File: config.mk
export PLATFORM = sky130hd
export DESIGN_NAME = accumulator_alu_with_memory_top_flat
export DESIGN_NICKNAME = d
export VERILOG_FILES = /design/src/hw/rtl/aalu_pkg.sv /design/src/hw/rtl/aalu_if.sv /design/src/hw/rtl/aalu_unit.sv /design/src/hw/rtl/accumulator_alu_with_memory_top.sv /design/src/flat_wrapper.sv
export SDC_FILE = /design/constraint.sdc
export NUM_CORES = 1
export LEC_CHECK = 0
export BUFFER_PORTS_ARGS = -buffer_cell sky130_fd_sc_hd__buf_2
export CORE_MARGIN = 2
export CORE_UTILIZATION = 23
export DETAILED_ROUTE_END_ITERATION = 10
export GPL_ROUTABILITY_DRIVEN = 0
export SLEW_MARGIN = 5
export SYNTH_ARGS = -nofsm -noshare
export SYNTH_HDL_FRONTEND = slang
export SYNTH_HIERARCHICAL = 1
export SYNTH_SLANG_ARGS = --single-unit
File: constraint.sdc
create_clock -name clock -period 5.6 [get_ports clock]
set_input_delay 0.56 -clock clock [delete_from_list [all_inputs] [get_ports clock]]
set_output_delay 0.56 -clock clock [all_outputs]
set_load 0.02 [all_outputs]
File: src/hw/rtl/aalu_pkg.sv
package aalu_pkg;

   // Datapath width; shift and rotate amounts assume a power of two
   localparam int DATA_WIDTH = 64;
   localparam int AMT_W      = $clog2(DATA_WIDTH);

   // Transaction field widths
   localparam int MODE_W    = 4;
   localparam int OPERAND_W = 64;
   localparam int VALUE_W   = 64;
   localparam int STATUS_W  = 2;

   // Operation codes of the request transaction
   localparam logic [MODE_W-1:0] MODE_LOAD   = 4'd0;
   localparam logic [MODE_W-1:0] MODE_ADD    = 4'd1;
   localparam logic [MODE_W-1:0] MODE_SUB    = 4'd2;
   localparam logic [MODE_W-1:0] MODE_MUL    = 4'd3;
   localparam logic [MODE_W-1:0] MODE_DIV    = 4'd4;
   localparam logic [MODE_W-1:0] MODE_MOD    = 4'd5;
   localparam logic [MODE_W-1:0] MODE_SHL    = 4'd6;
   localparam logic [MODE_W-1:0] MODE_SHR    = 4'd7;
   localparam logic [MODE_W-1:0] MODE_ROTL   = 4'd8;
   localparam logic [MODE_W-1:0] MODE_ROTR   = 4'd9;
   localparam logic [MODE_W-1:0] MODE_CLEAR  = 4'd10;
   localparam logic [MODE_W-1:0] MODE_SHOW   = 4'd11;
   localparam logic [MODE_W-1:0] MODE_STORE  = 4'd12;
   localparam logic [MODE_W-1:0] MODE_CLRMEM = 4'd13;

   // Status codes of the response transaction
   localparam logic [STATUS_W-1:0] STATUS_OK      = 2'd0;
   localparam logic [STATUS_W-1:0] STATUS_RANGE   = 2'd1;
   localparam logic [STATUS_W-1:0] STATUS_DIVZERO = 2'd2;
   localparam logic [STATUS_W-1:0] STATUS_HALTED  = 2'd3;

   typedef logic [DATA_WIDTH-1:0] data_type;

   // Operations of the shared arithmetic unit
   typedef enum logic [3:0] {
      UOP_ADD,
      UOP_SUB,
      UOP_MUL,
      UOP_DIV,
      UOP_MOD,
      UOP_SHL,
      UOP_SHR,
      UOP_ROTL,
      UOP_ROTR
   } unit_op_type;

   typedef struct packed {
      logic        start;
      unit_op_type op;
   } unit_ctl_type;

   typedef struct packed {
      logic done;
      logic borrow;
   } unit_sts_type;

endpackage

File: src/hw/rtl/aalu_if.sv
// Request channel: operation, operand and operand select
interface aalu_req_if;
   import aalu_pkg::*;

   logic                 valid;
   logic                 ready;
   logic [MODE_W-1:0]    mode;
   logic [OPERAND_W-1:0] operand;
   logic                 use_memory;

   modport source (output valid, output mode, output operand, output use_memory,
                   input ready);
   modport sink   (input valid, input mode, input operand, input use_memory,
                   output ready);
endinterface

// Response channel: accumulator value, status and display flag
interface aalu_rsp_if;
   import aalu_pkg::*;

   logic                valid;
   logic                ready;
   logic [VALUE_W-1:0]  value;
   logic [STATUS_W-1:0] status;
   logic                shown;

   modport source (output valid, output value, output status, output shown,
                   input ready);
   modport sink   (input valid, input value, input status, input shown,
                   output ready);
endinterface

File: src/hw/rtl/aalu_unit.sv
module aalu_unit (
   input  logic                   clock,
   input  logic                   reset,
   input  aalu_pkg::unit_ctl_type ctl,
   input  aalu_pkg::data_type     a,
   input  aalu_pkg::data_type     b,
   output aalu_pkg::unit_sts_type sts,
   output aalu_pkg::data_type     result
);
   import aalu_pkg::*;

   localparam int DW = DATA_WIDTH;

   logic        busy_ff, busy_in;
   logic        done_ff, done_in;
   logic        borrow_ff, borrow_in;
   unit_op_type op_ff, op_in;
   logic [AMT_W-1:0] count_ff, count_in;
   data_type    x_ff, x_in;
   data_type    y_ff, y_in;
   data_type    r_ff, r_in;

   logic        sub_sel;
   logic [DW:0] add_a;
   logic [DW:0] add_b;
   logic [DW:0] add_s;
   data_type    shift_one;
   logic        last_step;

   // Route the single adder/subtractor to the operation in progress
   always_comb begin
      add_a   = {1'b0, x_ff};
      add_b   = {1'b0, y_ff};
      sub_sel = 1'b0;
      unique case (op_ff)
         UOP_SUB: begin
            sub_sel = 1'b1;
         end
         UOP_MUL: begin
            add_a = {1'b0, r_ff};
            add_b = x_ff[0] ? {1'b0, y_ff} : '0;
         end
         UOP_DIV, UOP_MOD: begin
            add_a   = {r_ff, x_ff[DW-1]};
            sub_sel = 1'b1;
         end
         default: begin
         end
      endcase
      add_s = sub_sel ? (add_a - add_b) : (add_a + add_b);
   end

   // Move the work value by one bit position
   always_comb begin
      unique case (op_ff)
         UOP_SHL:  shift_one = {x_ff[DW-2:0], 1'b0};
         UOP_SHR:  shift_one = {1'b0, x_ff[DW-1:1]};
         UOP_ROTL: shift_one = {x_ff[DW-2:0], x_ff[DW-1]};
         UOP_ROTR: shift_one = {x_ff[0], x_ff[DW-1:1]};
         default:  shift_one = x_ff;
      endcase
   end

   assign last_step = (count_ff == AMT_W'(DW - 1));

   // Load on start, then take one step per cycle until the operation ends
   always_comb begin
      busy_in   = busy_ff;
      done_in   = 1'b0;
      borrow_in = borrow_ff;
      op_in     = op_ff;
      count_in  = count_ff;
      x_in      = x_ff;
      y_in      = y_ff;
      r_in      = r_ff;
      if (ctl.start) begin
         busy_in   = 1'b1;
         op_in     = ctl.op;
         count_in  = '0;
         borrow_in = 1'b0;
         r_in      = '0;
         x_in      = a;
         y_in      = b;
         unique case (ctl.op)
            UOP_MUL: begin
               x_in = b;
               y_in = a;
            end
            UOP_SHL, UOP_SHR, UOP_ROTL, UOP_ROTR: begin
               y_in = DW'(b[AMT_W-1:0]);
            end
            default: begin
            end
         endcase
      end else if (busy_ff) begin
         count_in = count_ff + AMT_W'(1);
         unique case (op_ff)
            UOP_ADD: begin
               r_in    = add_s[DW-1:0];
               busy_in = 1'b0;
               done_in = 1'b1;
            end
            UOP_SUB: begin
               r_in      = add_s[DW-1:0];
               borrow_in = add_s[DW];
               busy_in   = 1'b0;
               done_in   = 1'b1;
            end
            UOP_MUL: begin
               r_in = add_s[DW-1:0];
               y_in = {y_ff[DW-2:0], 1'b0};
               x_in = {1'b0, x_ff[DW-1:1]};
               if (last_step) begin
                  busy_in = 1'b0;
                  done_in = 1'b1;
               end
            end
            UOP_DIV, UOP_MOD: begin
               // Restoring step: keep the trial difference when it does not borrow
               r_in = add_s[DW] ? {r_ff[DW-2:0], x_ff[DW-1]} : add_s[DW-1:0];
               x_in = {x_ff[DW-2:0], ~add_s[DW]};
               if (last_step) begin
                  busy_in = 1'b0;
                  done_in = 1'b1;
               end
            end
            UOP_SHL, UOP_SHR, UOP_ROTL, UOP_ROTR: begin
               if (y_ff == '0) begin
                  busy_in = 1'b0;
                  done_in = 1'b1;
               end else begin
                  x_in = shift_one;
                  y_in = y_ff - DW'(1);
               end
            end
            default: begin
               busy_in = 1'b0;
               done_in = 1'b1;
            end
         endcase
      end
   end

   always_ff @(posedge clock) begin
      if (reset) begin
         busy_ff <= 1'b0;
         done_ff <= 1'b0;
      end else begin
         busy_ff <= busy_in;
         done_ff <= done_in;
      end
      borrow_ff <= borrow_in;
      op_ff     <= op_in;
      count_ff  <= count_in;
      x_ff      <= x_in;
      y_ff      <= y_in;
      r_ff      <= r_in;
   end

   // Select the finished value: quotient and shifts live in x, the rest in r
   always_comb begin
      unique case (op_ff)
         UOP_ADD, UOP_SUB, UOP_MUL, UOP_MOD: result = r_ff;
         default:                            result = x_ff;
      endcase
   end

   assign sts.done   = done_ff;
   assign sts.borrow = borrow_ff;

endmodule

File: src/hw/rtl/accumulator_alu_with_memory_top.sv
// Accumulator calculator with one memory register.
// Request channel (req_if): mode, 64-bit operand and use_memory, which takes
// the memory register as operand. Response channel (rsp_if): one transaction
// per request with the accumulator value, a status code and the shown flag.
// Both channels move a transaction when valid and ready are high at a clock
// edge. One request is in work at a time; ready is high only while idle.
// Load, clear, show, store, memory clear, shifts by 64 or more, errors caught
// at decode and requests to a halted block are answered without the unit;
// add, subtract, multiply, divide, modulo, shifts and rotates run on it, and
// shift and rotate move one bit position per step, for the amount mod 64. The
// shared add/subtract/shift unit does one step per cycle: the 64 radix-2
// steps of multiply and divide set the worst case.
// A finished response waits in an output register; the next request is
// taken meanwhile, and a further result waits until the receiver takes it.
// An error (out of range, division by zero) halts the block: later requests
// answer status halted. Synchronous reset clears accumulator, memory, halt
// flag and the response valid.
module accumulator_alu_with_memory_top (
   input logic        clock,
   input logic        reset,
   aalu_req_if.sink   req_if,
   aalu_rsp_if.source rsp_if
);
   import aalu_pkg::*;

   localparam int DW = DATA_WIDTH;

   localparam logic [1:0] S_IDLE = 2'd0;
   localparam logic [1:0] S_RUN  = 2'd1;
   localparam logic [1:0] S_DONE = 2'd2;

   logic [1:0]          state_ff, state_in;
   data_type            acc_ff, acc_in;
   data_type            mem_ff, mem_in;
   logic                halted_ff, halted_in;
   data_type            pend_value_ff, pend_value_in;
   logic [STATUS_W-1:0] pend_status_ff, pend_status_in;
   logic                pend_shown_ff, pend_shown_in;
   logic                rsp_valid_ff, rsp_valid_in;
   data_type            rsp_value_ff, rsp_value_in;
   logic [STATUS_W-1:0] rsp_status_ff, rsp_status_in;
   logic                rsp_shown_ff, rsp_shown_in;

   unit_ctl_type ctl;
   unit_sts_type sts;
   data_type     unit_result;
   data_type     arg;
   logic         out_free;

   aalu_unit u_unit (
      .clock  (clock),
      .reset  (reset),
      .ctl    (ctl),
      .a      (acc_ff),
      .b      (arg),
      .sts    (sts),
      .result (unit_result)
   );

   assign arg      = req_if.use_memory ? mem_ff : req_if.operand[DW-1:0];
   assign out_free = !rsp_valid_ff || rsp_if.ready;

   // Sequence one transaction: decode, run the unit if the mode needs it, then hand off the result
   always_comb begin
      state_in       = state_ff;
      acc_in         = acc_ff;
      mem_in         = mem_ff;
      halted_in      = halted_ff;
      pend_value_in  = pend_value_ff;
      pend_status_in = pend_status_ff;
      pend_shown_in  = pend_shown_ff;
      rsp_valid_in   = rsp_valid_ff && !rsp_if.ready;
      rsp_value_in   = rsp_value_ff;
      rsp_status_in  = rsp_status_ff;
      rsp_shown_in   = rsp_shown_ff;
      ctl.start      = 1'b0;
      ctl.op         = UOP_ADD;
      unique case (state_ff)
         S_IDLE: begin
            if (req_if.valid) begin
               state_in       = S_DONE;
               pend_value_in  = acc_ff;
               pend_status_in = STATUS_OK;
               pend_shown_in  = 1'b1;
               if (halted_ff) begin
                  pend_status_in = STATUS_HALTED;
                  pend_shown_in  = 1'b0;
               end else begin
                  unique case (req_if.mode)
                     MODE_LOAD: begin
                        if (arg[DW-1]) begin
                           pend_status_in = STATUS_RANGE;
                           pend_shown_in  = 1'b0;
                           halted_in      = 1'b1;
                        end else begin
                           acc_in        = arg;
                           pend_value_in = arg;
                        end
                     end
                     MODE_ADD: begin
                        ctl.start = 1'b1;
                        ctl.op    = UOP_ADD;
                        state_in  = S_RUN;
                     end
                     MODE_SUB: begin
                        ctl.start = 1'b1;
                        ctl.op    = UOP_SUB;
                        state_in  = S_RUN;
                     end
                     MODE_MUL: begin
                        ctl.start = 1'b1;
                        ctl.op    = UOP_MUL;
                        state_in  = S_RUN;
                     end
                     MODE_DIV, MODE_MOD: begin
                        if (arg == '0) begin
                           pend_status_in = STATUS_DIVZERO;
                           pend_shown_in  = 1'b0;
                           halted_in      = 1'b1;
                        end else begin
                           ctl.start = 1'b1;
                           ctl.op    = (req_if.mode == MODE_DIV) ? UOP_DIV : UOP_MOD;
                           state_in  = S_RUN;
                        end
                     end
                     MODE_SHL, MODE_SHR: begin
                        // Shifts by the full width or more clear the accumulator
                        if (|(arg >> AMT_W)) begin
                           acc_in        = '0;
                           pend_value_in = '0;
                        end else begin
                           ctl.start = 1'b1;
                           ctl.op    = (req_if.mode == MODE_SHL) ? UOP_SHL : UOP_SHR;
                           state_in  = S_RUN;
                        end
                     end
                     MODE_ROTL: begin
                        ctl.start = 1'b1;
                        ctl.op    = UOP_ROTL;
                        state_in  = S_RUN;
                     end
                     MODE_ROTR: begin
                        ctl.start = 1'b1;
                        ctl.op    = UOP_ROTR;
                        state_in  = S_RUN;
                     end
                     MODE_CLEAR: begin
                        acc_in        = '0;
                        pend_value_in = '0;
                     end
                     MODE_SHOW: begin
                     end
                     MODE_STORE: begin
                        mem_in        = acc_ff;
                        pend_shown_in = 1'b0;
                     end
                     MODE_CLRMEM: begin
                        mem_in        = '0;
                        pend_shown_in = 1'b0;
                     end
                     default: begin
                        pend_shown_in = 1'b0;
                     end
                  endcase
               end
            end
         end
         S_RUN: begin
            if (sts.done) begin
               state_in = S_DONE;
               // A subtract that borrows leaves the accumulator and halts
               if (sts.borrow) begin
                  pend_status_in = STATUS_RANGE;
                  pend_shown_in  = 1'b0;
                  halted_in      = 1'b1;
               end else begin
                  acc_in        = unit_result;
                  pend_value_in = unit_result;
               end
            end
         end
         S_DONE: begin
            if (out_free) begin
               rsp_valid_in  = 1'b1;
               rsp_value_in  = pend_value_ff;
               rsp_status_in = pend_status_ff;
               rsp_shown_in  = pend_shown_ff;
               state_in      = S_IDLE;
            end
         end
         default: begin
            state_in = S_IDLE;
         end
      endcase
   end

   always_ff @(posedge clock) begin
      if (reset) begin
         state_ff     <= S_IDLE;
         acc_ff       <= '0;
         mem_ff       <= '0;
         halted_ff    <= 1'b0;
         rsp_valid_ff <= 1'b0;
      end else begin
         state_ff     <= state_in;
         acc_ff       <= acc_in;
         mem_ff       <= mem_in;
         halted_ff    <= halted_in;
         rsp_valid_ff <= rsp_valid_in;
      end
      pend_value_ff  <= pend_value_in;
      pend_status_ff <= pend_status_in;
      pend_shown_ff  <= pend_shown_in;
      rsp_value_ff   <= rsp_value_in;
      rsp_status_ff  <= rsp_status_in;
      rsp_shown_ff   <= rsp_shown_in;
   end

   assign req_if.ready  = (state_ff == S_IDLE);
   assign rsp_if.valid  = rsp_valid_ff;
   assign rsp_if.value  = VALUE_W'(rsp_value_ff);
   assign rsp_if.status = rsp_status_ff;
   assign rsp_if.shown  = rsp_shown_ff;

endmodule

File: src/flat_wrapper.sv
// flat-port wrapper written by rule: the top's interface ports become plain ports
module accumulator_alu_with_memory_top_flat import aalu_pkg::*;
  (clock, reset, req_if_valid, req_if_mode, req_if_operand, req_if_use_memory, req_if_ready, rsp_if_valid, rsp_if_value, rsp_if_status, rsp_if_shown, rsp_if_ready);
  aalu_req_if req_if_i ();
  aalu_rsp_if rsp_if_i ();
  input logic clock;
  input logic reset;
  input wire logic [$bits(req_if_i.valid)-1:0] req_if_valid;
  input wire logic [$bits(req_if_i.mode)-1:0] req_if_mode;
  input wire logic [$bits(req_if_i.operand)-1:0] req_if_operand;
  input wire logic [$bits(req_if_i.use_memory)-1:0] req_if_use_memory;
  output wire logic [$bits(req_if_i.ready)-1:0] req_if_ready;
  output wire logic [$bits(rsp_if_i.valid)-1:0] rsp_if_valid;
  output wire logic [$bits(rsp_if_i.value)-1:0] rsp_if_value;
  output wire logic [$bits(rsp_if_i.status)-1:0] rsp_if_status;
  output wire logic [$bits(rsp_if_i.shown)-1:0] rsp_if_shown;
  input wire logic [$bits(rsp_if_i.ready)-1:0] rsp_if_ready;
  assign req_if_i.valid = req_if_valid;
  assign req_if_i.mode = req_if_mode;
  assign req_if_i.operand = req_if_operand;
  assign req_if_i.use_memory = req_if_use_memory;
  assign req_if_ready = req_if_i.ready;
  assign rsp_if_valid = rsp_if_i.valid;
  assign rsp_if_value = rsp_if_i.value;
  assign rsp_if_status = rsp_if_i.status;
  assign rsp_if_shown = rsp_if_i.shown;
  assign rsp_if_i.ready = rsp_if_ready;
  accumulator_alu_with_memory_top u_core (.clock(clock), .reset(reset), .req_if(req_if_i), .rsp_if(rsp_if_i));
endmodule
Yosys cells after proc, flatten, opt, wreduce, memory -nomap -nowiden:

Index checks and enable logic that the tools add are counted.

* add/subtract/negate cells: 4
* reductions and logical operators: 37
* bitwise logic cells: 3
* mux-type cells: 79
* eq/ne operators: 36

Operators by type and width (count)
* 64-bit two-way mux: 17
* 64-bit one-hot mux with 2 select lines: 5
* 64-bit one-hot mux with 3 select lines: 2
* 64-bit one-hot mux with 4 select lines: 1
* 65-bit two-way mux: 2
* 65-bit one-hot mux with 2 select lines: 1
* 64-bit logical NOT: 2
* 65-bit adder: 1
* 65-bit subtractor: 1
* 64-bit by 1-bit subtractor with 64-bit output (second input constant): 1
* 58-bit OR reduction: 1
* 4-bit by 3-bit == test with 1-bit output (second input constant): 11
* 5-bit one-hot mux with 7 select lines: 1
* 4-bit == test (second input constant): 8
* 5-bit two-way mux: 5
* 2-bit two-way mux: 12
* 1-bit two-way mux: 22
* 4-bit by 2-bit == test with 1-bit output (second input constant): 5
* 4-bit AND reduction: 4
* 2-bit one-hot mux with 3 select lines: 2
* 3-bit OR reduction: 4
* 4-bit OR reduction: 3
* 1-bit one-hot mux with 2 select lines: 5
* 9-bit OR reduction: 1
* other kinds (25): 42

* input bits: 73
* flip-flop bits (word level): 471

Depth between registers and ports, before layout:

* depth after elaboration: 11
* depth in mapped cells: 26

Cells and area by module:

Netlist, hierarchy kept.

By module, submodules not included
* aalu_unit: instances 1, area an instance 19421.1 um^2, cells each 2434
* accumulator_alu_with_memory_top: instances 1, area an instance 11726.2 um^2, cells each 1125

Worst setup path before layout:

No wires, ideal clock.

* path kind: reg2reg
* start: reg u_core.u_unit.op_ff[1]
* end: reg u_core.u_unit.y_ff[0] (enable)
* path slack: 193 ps
* stages on the path, launching flop included: 8
* required time: 5101 ps
* period minus slack after synthesis: 5407 ps
* arrival: 4908 ps
* cells stage by stage: edfxtp_1 -> clkbuf_1 -> or2_2 -> or3b_2 -> nand2_1 -> clkbuf_1 -> nor2_1 -> o21bai_1

* longest elaborated chain between the ends: 4
* elaborated cells on any way between the ends: 9
* classes of those cells: eq/ne (6); reduce/logical (3)

RTL lines
* start, declared: line aalu_unit.sv:17 `unit_op_type op_ff, op_in;`
* start signal, assigned: line aalu_unit.sv:153 `op_ff <= op_in;`
* 4-bit by 3-bit == test with 1-bit output or 4-bit == test (tied branches): line aalu_unit.sv:97 `unique case (op_ff)`
* 4-bit OR reduction: line aalu_unit.sv:97
* 3-bit by 2-bit != test with 1-bit output (no line) or 3-bit nonzero test (tied branches)
* 3-bit AND reduction (no line) (*)
* end signal, assigned: line aalu_unit.sv:156 `y_ff <= y_in;`
* end, declared: line aalu_unit.sv:20 `data_type y_ff, y_in;`

Mark *: on every way between the ends. The rest lies on a longest branch, timed or not.
A chain may end at the register's enable or synchronous reset.

Final worst setup path:

* start: reg u_core.u_unit.op_ff[1]
* end: reg u_core.u_unit.r_ff[57]

* longest elaborated chain between the ends: 7
* elaborated cells on any way between the ends: 18
* classes of those cells: add/sub (2); eq/ne (4); mux (6); reduce/logical (6)

RTL lines
* 4-bit by 3-bit == test with 1-bit output or 4-bit by 2-bit == test with 1-bit output (tied branches): line aalu_unit.sv:35, aalu_unit.sv:97
* 2-bit OR reduction
* 65-bit one-hot mux with 2 select lines: line aalu_unit.sv:35 `unique case (op_ff)`
* 65-bit adder or 65-bit subtractor (tied branches): line aalu_unit.sv:50 `add_s = sub_sel ? (add_a - add_b) : (add_a + add_b);`
* 65-bit two-way mux: line aalu_unit.sv:50
* 64-bit two-way mux: line aalu_unit.sv:120 `r_in = add_s[DW] ? {r_ff[DW-2:0], x_ff[DW-1]} : add_s[DW-1:0];`
* 64-bit one-hot mux with 2 select lines: line aalu_unit.sv:97
* end signal, assigned: line aalu_unit.sv:157 `r_ff <= r_in;`
* end, declared: line aalu_unit.sv:21 `data_type r_ff, r_in;`

Parallel ways exist; a longest one is shown, timed or not.

==> reports/qor.txt <==
Ratio of total power to cell area = 311 mW/mm2
Final period util = 96.4%
Slew HR = 27.5%
Die area = 0.138 mm2
Number of pins exceeding their max-slew limit in the final report = 0
Critical Path Fanout Max = 6
Worst Clk Skew = 0.0529 ns
Switch share = 35.1%
Count of fill cells added during filler insertion = 14300
Setup TNS = 0 ns
Clock net sink count = 471
Number of antenna violations at the first check in global routing = 3
Startpoint Class = register
Sequential share of power = 38.8%
Detailed router's first-iteration violation count = 3023
Number of distinct library cells after synthesis = 101
Startpoint of the worst hold path = rsp_if_ready
Kind of cell adding the most delay to the critical path = compound AO/OA/AOI/OAI gates
Clk pin slew, worst setup/hold paths = 0.07 ns
Cell types with the largest area share after synthesis = sky130_fd_sc_hd__edfxtp_1 (26%), sky130_fd_sc_hd__dfxtp_1 (13%), sky130_fd_sc_hd__nand2_1 (6.3%)
Launch instance of the worst register-to-register path = u_core/u_unit/op_ff[1]
Clock network latency to the later pin of the worst-skew pair = 0.63 ns
Fmax = 185 MHz
NetSw = 4.04 mW
Most common cell in the netlist = sky130_fd_sc_hd__nand2_1
Top cells by instance count after synthesis = sky130_fd_sc_hd__nand2_1 (520), sky130_fd_sc_hd__a21oi_1 (313), sky130_fd_sc_hd__edfxtp_1 (266)
Remaining design rule violation count = 0
Worst hold stages = 3
Count of placed standard cells including taps = 5455
Wire length per cell = 21.2 um
Library cell contributing the largest single delay on the critical path = sky130_fd_sc_hd__or3b_2
Max rail drop VDD = 0.261 mV
Area leader, netlist = sky130_fd_sc_hd__edfxtp_1
Buf/Inv on CP = 4
Total iterations of the first detailed-routing run = 6
Number of enable-type register cells in the synthesized netlist = 266
Cells after Synth = 3559
Leading register cell type out of synthesis = sky130_fd_sc_hd__edfxtp_1
Post-Syn Area per Cell = 8.75 um2
Type of the worst setup path = reg2reg
Sequential-to-total area share from yosys stat = 38.8%
Buffers on Ports = 141
Antenna Nets Post-Route = 0
Final-report setup violation count = 0
Share of power burned in combinational logic = 29.9%
Initial cell density of the core = 23.1%
Top-area cell type share of the netlist area = 25.6%
Count of standard-cell rows = 135
Most Frequent Cell on Critical Path = sky130_fd_sc_hd__buf_4
Fin. Hold Viols = 0
Result of the run = completed
Via Count = 29400
Area growth from synthesis to final layout = 18.9%
Top Ports = 142
WL final = 118 mm
Worst-margin pin slew = 1.09 ns
Maximum number of pins on one net before global-route repair = 75
YS warnings = 6
Crit path cell chain = or3b_2 > o21ai_0 > nand2b_1 > a21oi_1 > nand2_1 > buf_4 > a211oi_1 > buf_4 > xnor2_1 > ha_1 > buf_4 > a21o_1 > a21o_1 > a21oi_1 > buf_4 > nand2_1 > a221oi_1 > a22oi_1 > nand3_1 > mux2i_1 > nand4_1 > mux2i_1 > a21o_1
Number of global-route vias before repair = 27800
Routed via count divided by cell count = 5.29
Final cell count without fillers = 5553
Worst R2R Path Depth = 23
Number of nets in the synthesized netlist = 3700
Core area = 0.135 mm2
Crit path capture type = register
Synthesized flop and latch total = 471
Placed wire-length estimate after detailed placement = 86.6 mm
Critical path startpoint = u_core/u_unit/op_ff[1]
CTS max path bufs = 3
Die height = 372 um
Stages on worst setup path = 23
Total clock buffers created by CTS = 48
FFs w/ async S/R, synth = 0%
Data required, critical path = 6.17 ns
Final net count = 3871
Clk root buf = sky130_fd_sc_hd__clkbuf_16
Internal portion of total power = 7.49 mW
Cell leakage power = 13.3 nW
Min Tclk post-route = 5.40 ns
Layout cells sized above 1 = 19.6%
Hold-fix buffer count after cts = 0
Remaining global-route overflow = 0
Max-Cap Viols = 0
Arrival time of the worst setup path = 5.96 ns
Maximum level of the CTS H-tree = 2
Power share of the clock group = 31.3%
Total track usage = 16.2%
Netlist area before placement = 0.0311 mm2
Max stage delay on crit path = 0.57 ns
Clock tree from TritonCTS = done
Die span in x = 372 um
Global-route wire length before repair = 175 mm
Worst min-delay path category = in2reg
==> worst reg2reg max path, delay by kind of cell, from the launching register on <==
kind / cells / cell delay, ns
and+or+nand+nor: 6 / 1.34
AOI/OAI and AO/OA: 9 / 1.93
buffers and inverters: 4 / 0.71
adders and majority gates: 1 / 0.34
xor gates and xnor gates: 1 / 0.16
DFF: 1 / 0.45
muxes: 2 / 0.43
==> logic make-up after synthesis <==
group | synth area share [%]
compound gates | 23.2
xor+xnor | 4.05
fa+ha+maj | 2.76
buf+inv | 5.06
flops | 38.8
mux | 9.04
simple gates | 17.1
==> worst paths after layout <==
| path | end | slack (ns) |
|---|---|---|
| setup / recovery | u_core/u_unit/r_ff[57] | 0.20 |
| hold / removal | u_core/rsp_if.valid | 0.31 |
| setup reg to reg | u_core/u_unit/r_ff[57] | 0.20 |
| hold reg to reg | u_core/rsp_if.value[15] | 0.41 |
==> state kept, by name, indices dropped and copies added, names as in the netlist, 4 cells and up <==
| register | cells |
|---|---|
| u_core/rsp_if.value | 64 |
| u_core/pend_value_ff | 64 |
| u_core/u_unit/r_ff | 64 |
| u_core/acc_ff | 64 |
| u_core/u_unit/y_ff | 64 |
| u_core/u_unit/count_ff | 6 |
| u_core/u_unit/x_ff | 64 |
| u_core/u_unit/op_ff | 4 |
| u_core/mem_ff | 64 |
==> placed cells by master (no fill, tap or decap), types with 50 or more instances in the layout <==
master	n
sky130_fd_sc_hd__a211oi_1	77
sky130_fd_sc_hd__a21oi_1	308
sky130_fd_sc_hd__a22oi_1	111
sky130_fd_sc_hd__a31oi_1	80
sky130_fd_sc_hd__buf_2	140
sky130_fd_sc_hd__buf_4	240
sky130_fd_sc_hd__clkbuf_16	50
sky130_fd_sc_hd__dfxtp_1	205
sky130_fd_sc_hd__edfxtp_1	266
sky130_fd_sc_hd__ha_1	66
sky130_fd_sc_hd__inv_1	89
sky130_fd_sc_hd__mux2_2	130
sky130_fd_sc_hd__mux2i_1	134
sky130_fd_sc_hd__nand2_1	517
sky130_fd_sc_hd__nand3_1	96
sky130_fd_sc_hd__nor2_1	150
sky130_fd_sc_hd__nor2b_1	75
sky130_fd_sc_hd__o21ai_0	182
sky130_fd_sc_hd__o21ai_1	122
sky130_fd_sc_hd__xnor2_1	71
sky130_fd_sc_hd__xor2_1	73
==> through the flow <==
stage	utilization, %	setup WS (ns)	hold WS (ns)	instance area (um2)	power (mW)
4_1_cts	27.3	0.0600	0.287	36800	11.5
3_5_place_dp	26.0	0.114	0.405	35100	7.86
3_3_place_gp	26.0	0.0725	0.402	35100	7.82
5_1_grt	27.4	-0.0114	0.314	37000	12.0
6_report	27.5	0.201	0.310	37000	11.5
2_1_floorplan	-	0.193	0.400	31100	6.61
==> routing by layer <==
metal  GRT usage [%]  routed length, um  up-vias
li1                -                  -    13500
met1            21.1              48600    14200
met4            8.95               6890        0
met2            25.8              53200     1419
met5               0                  0        -
met3            2.30               9000      244
==> power groups by stage <==
| stage | registers (mW) | clock network, mW | logic, mW |
|---|---|---|---|
| after global routing | 4.51 | 3.78 | 3.72 |
| after global placement | 4.52 | 0 | 3.30 |
| after CTS | 4.46 | 3.67 | 3.35 |
| after floorplan | 4.39 | 0 | 2.21 |
| after detailed placement | 4.53 | 0 | 3.33 |
| final | 4.48 | 3.61 | 3.44 |
==> timing repair <==
action / CTS / global route
buffers inserted: 0 / 6
endpoints found under the setup margin: 0 / 66
gates resized for setup: 0 / 33
==> cell type report <==
cell class / count / area, um2 / share of cell area, %
antenna: 2 / 5.00 / 0.0135
clock buffer: 61 / 1310 / 3.54
clock inverter: 29 / 398 / 1.07
inverter: 93 / 354 / 0.956
multi-input combinational: 2717 / 17800 / 48.0
sequential: 471 / 12100 / 32.6
tap: 1781 / 2230 / 6.02
timing repair buffer: 399 / 2870 / 7.73
No activity file was read; power rests on OpenSTA's default activity.
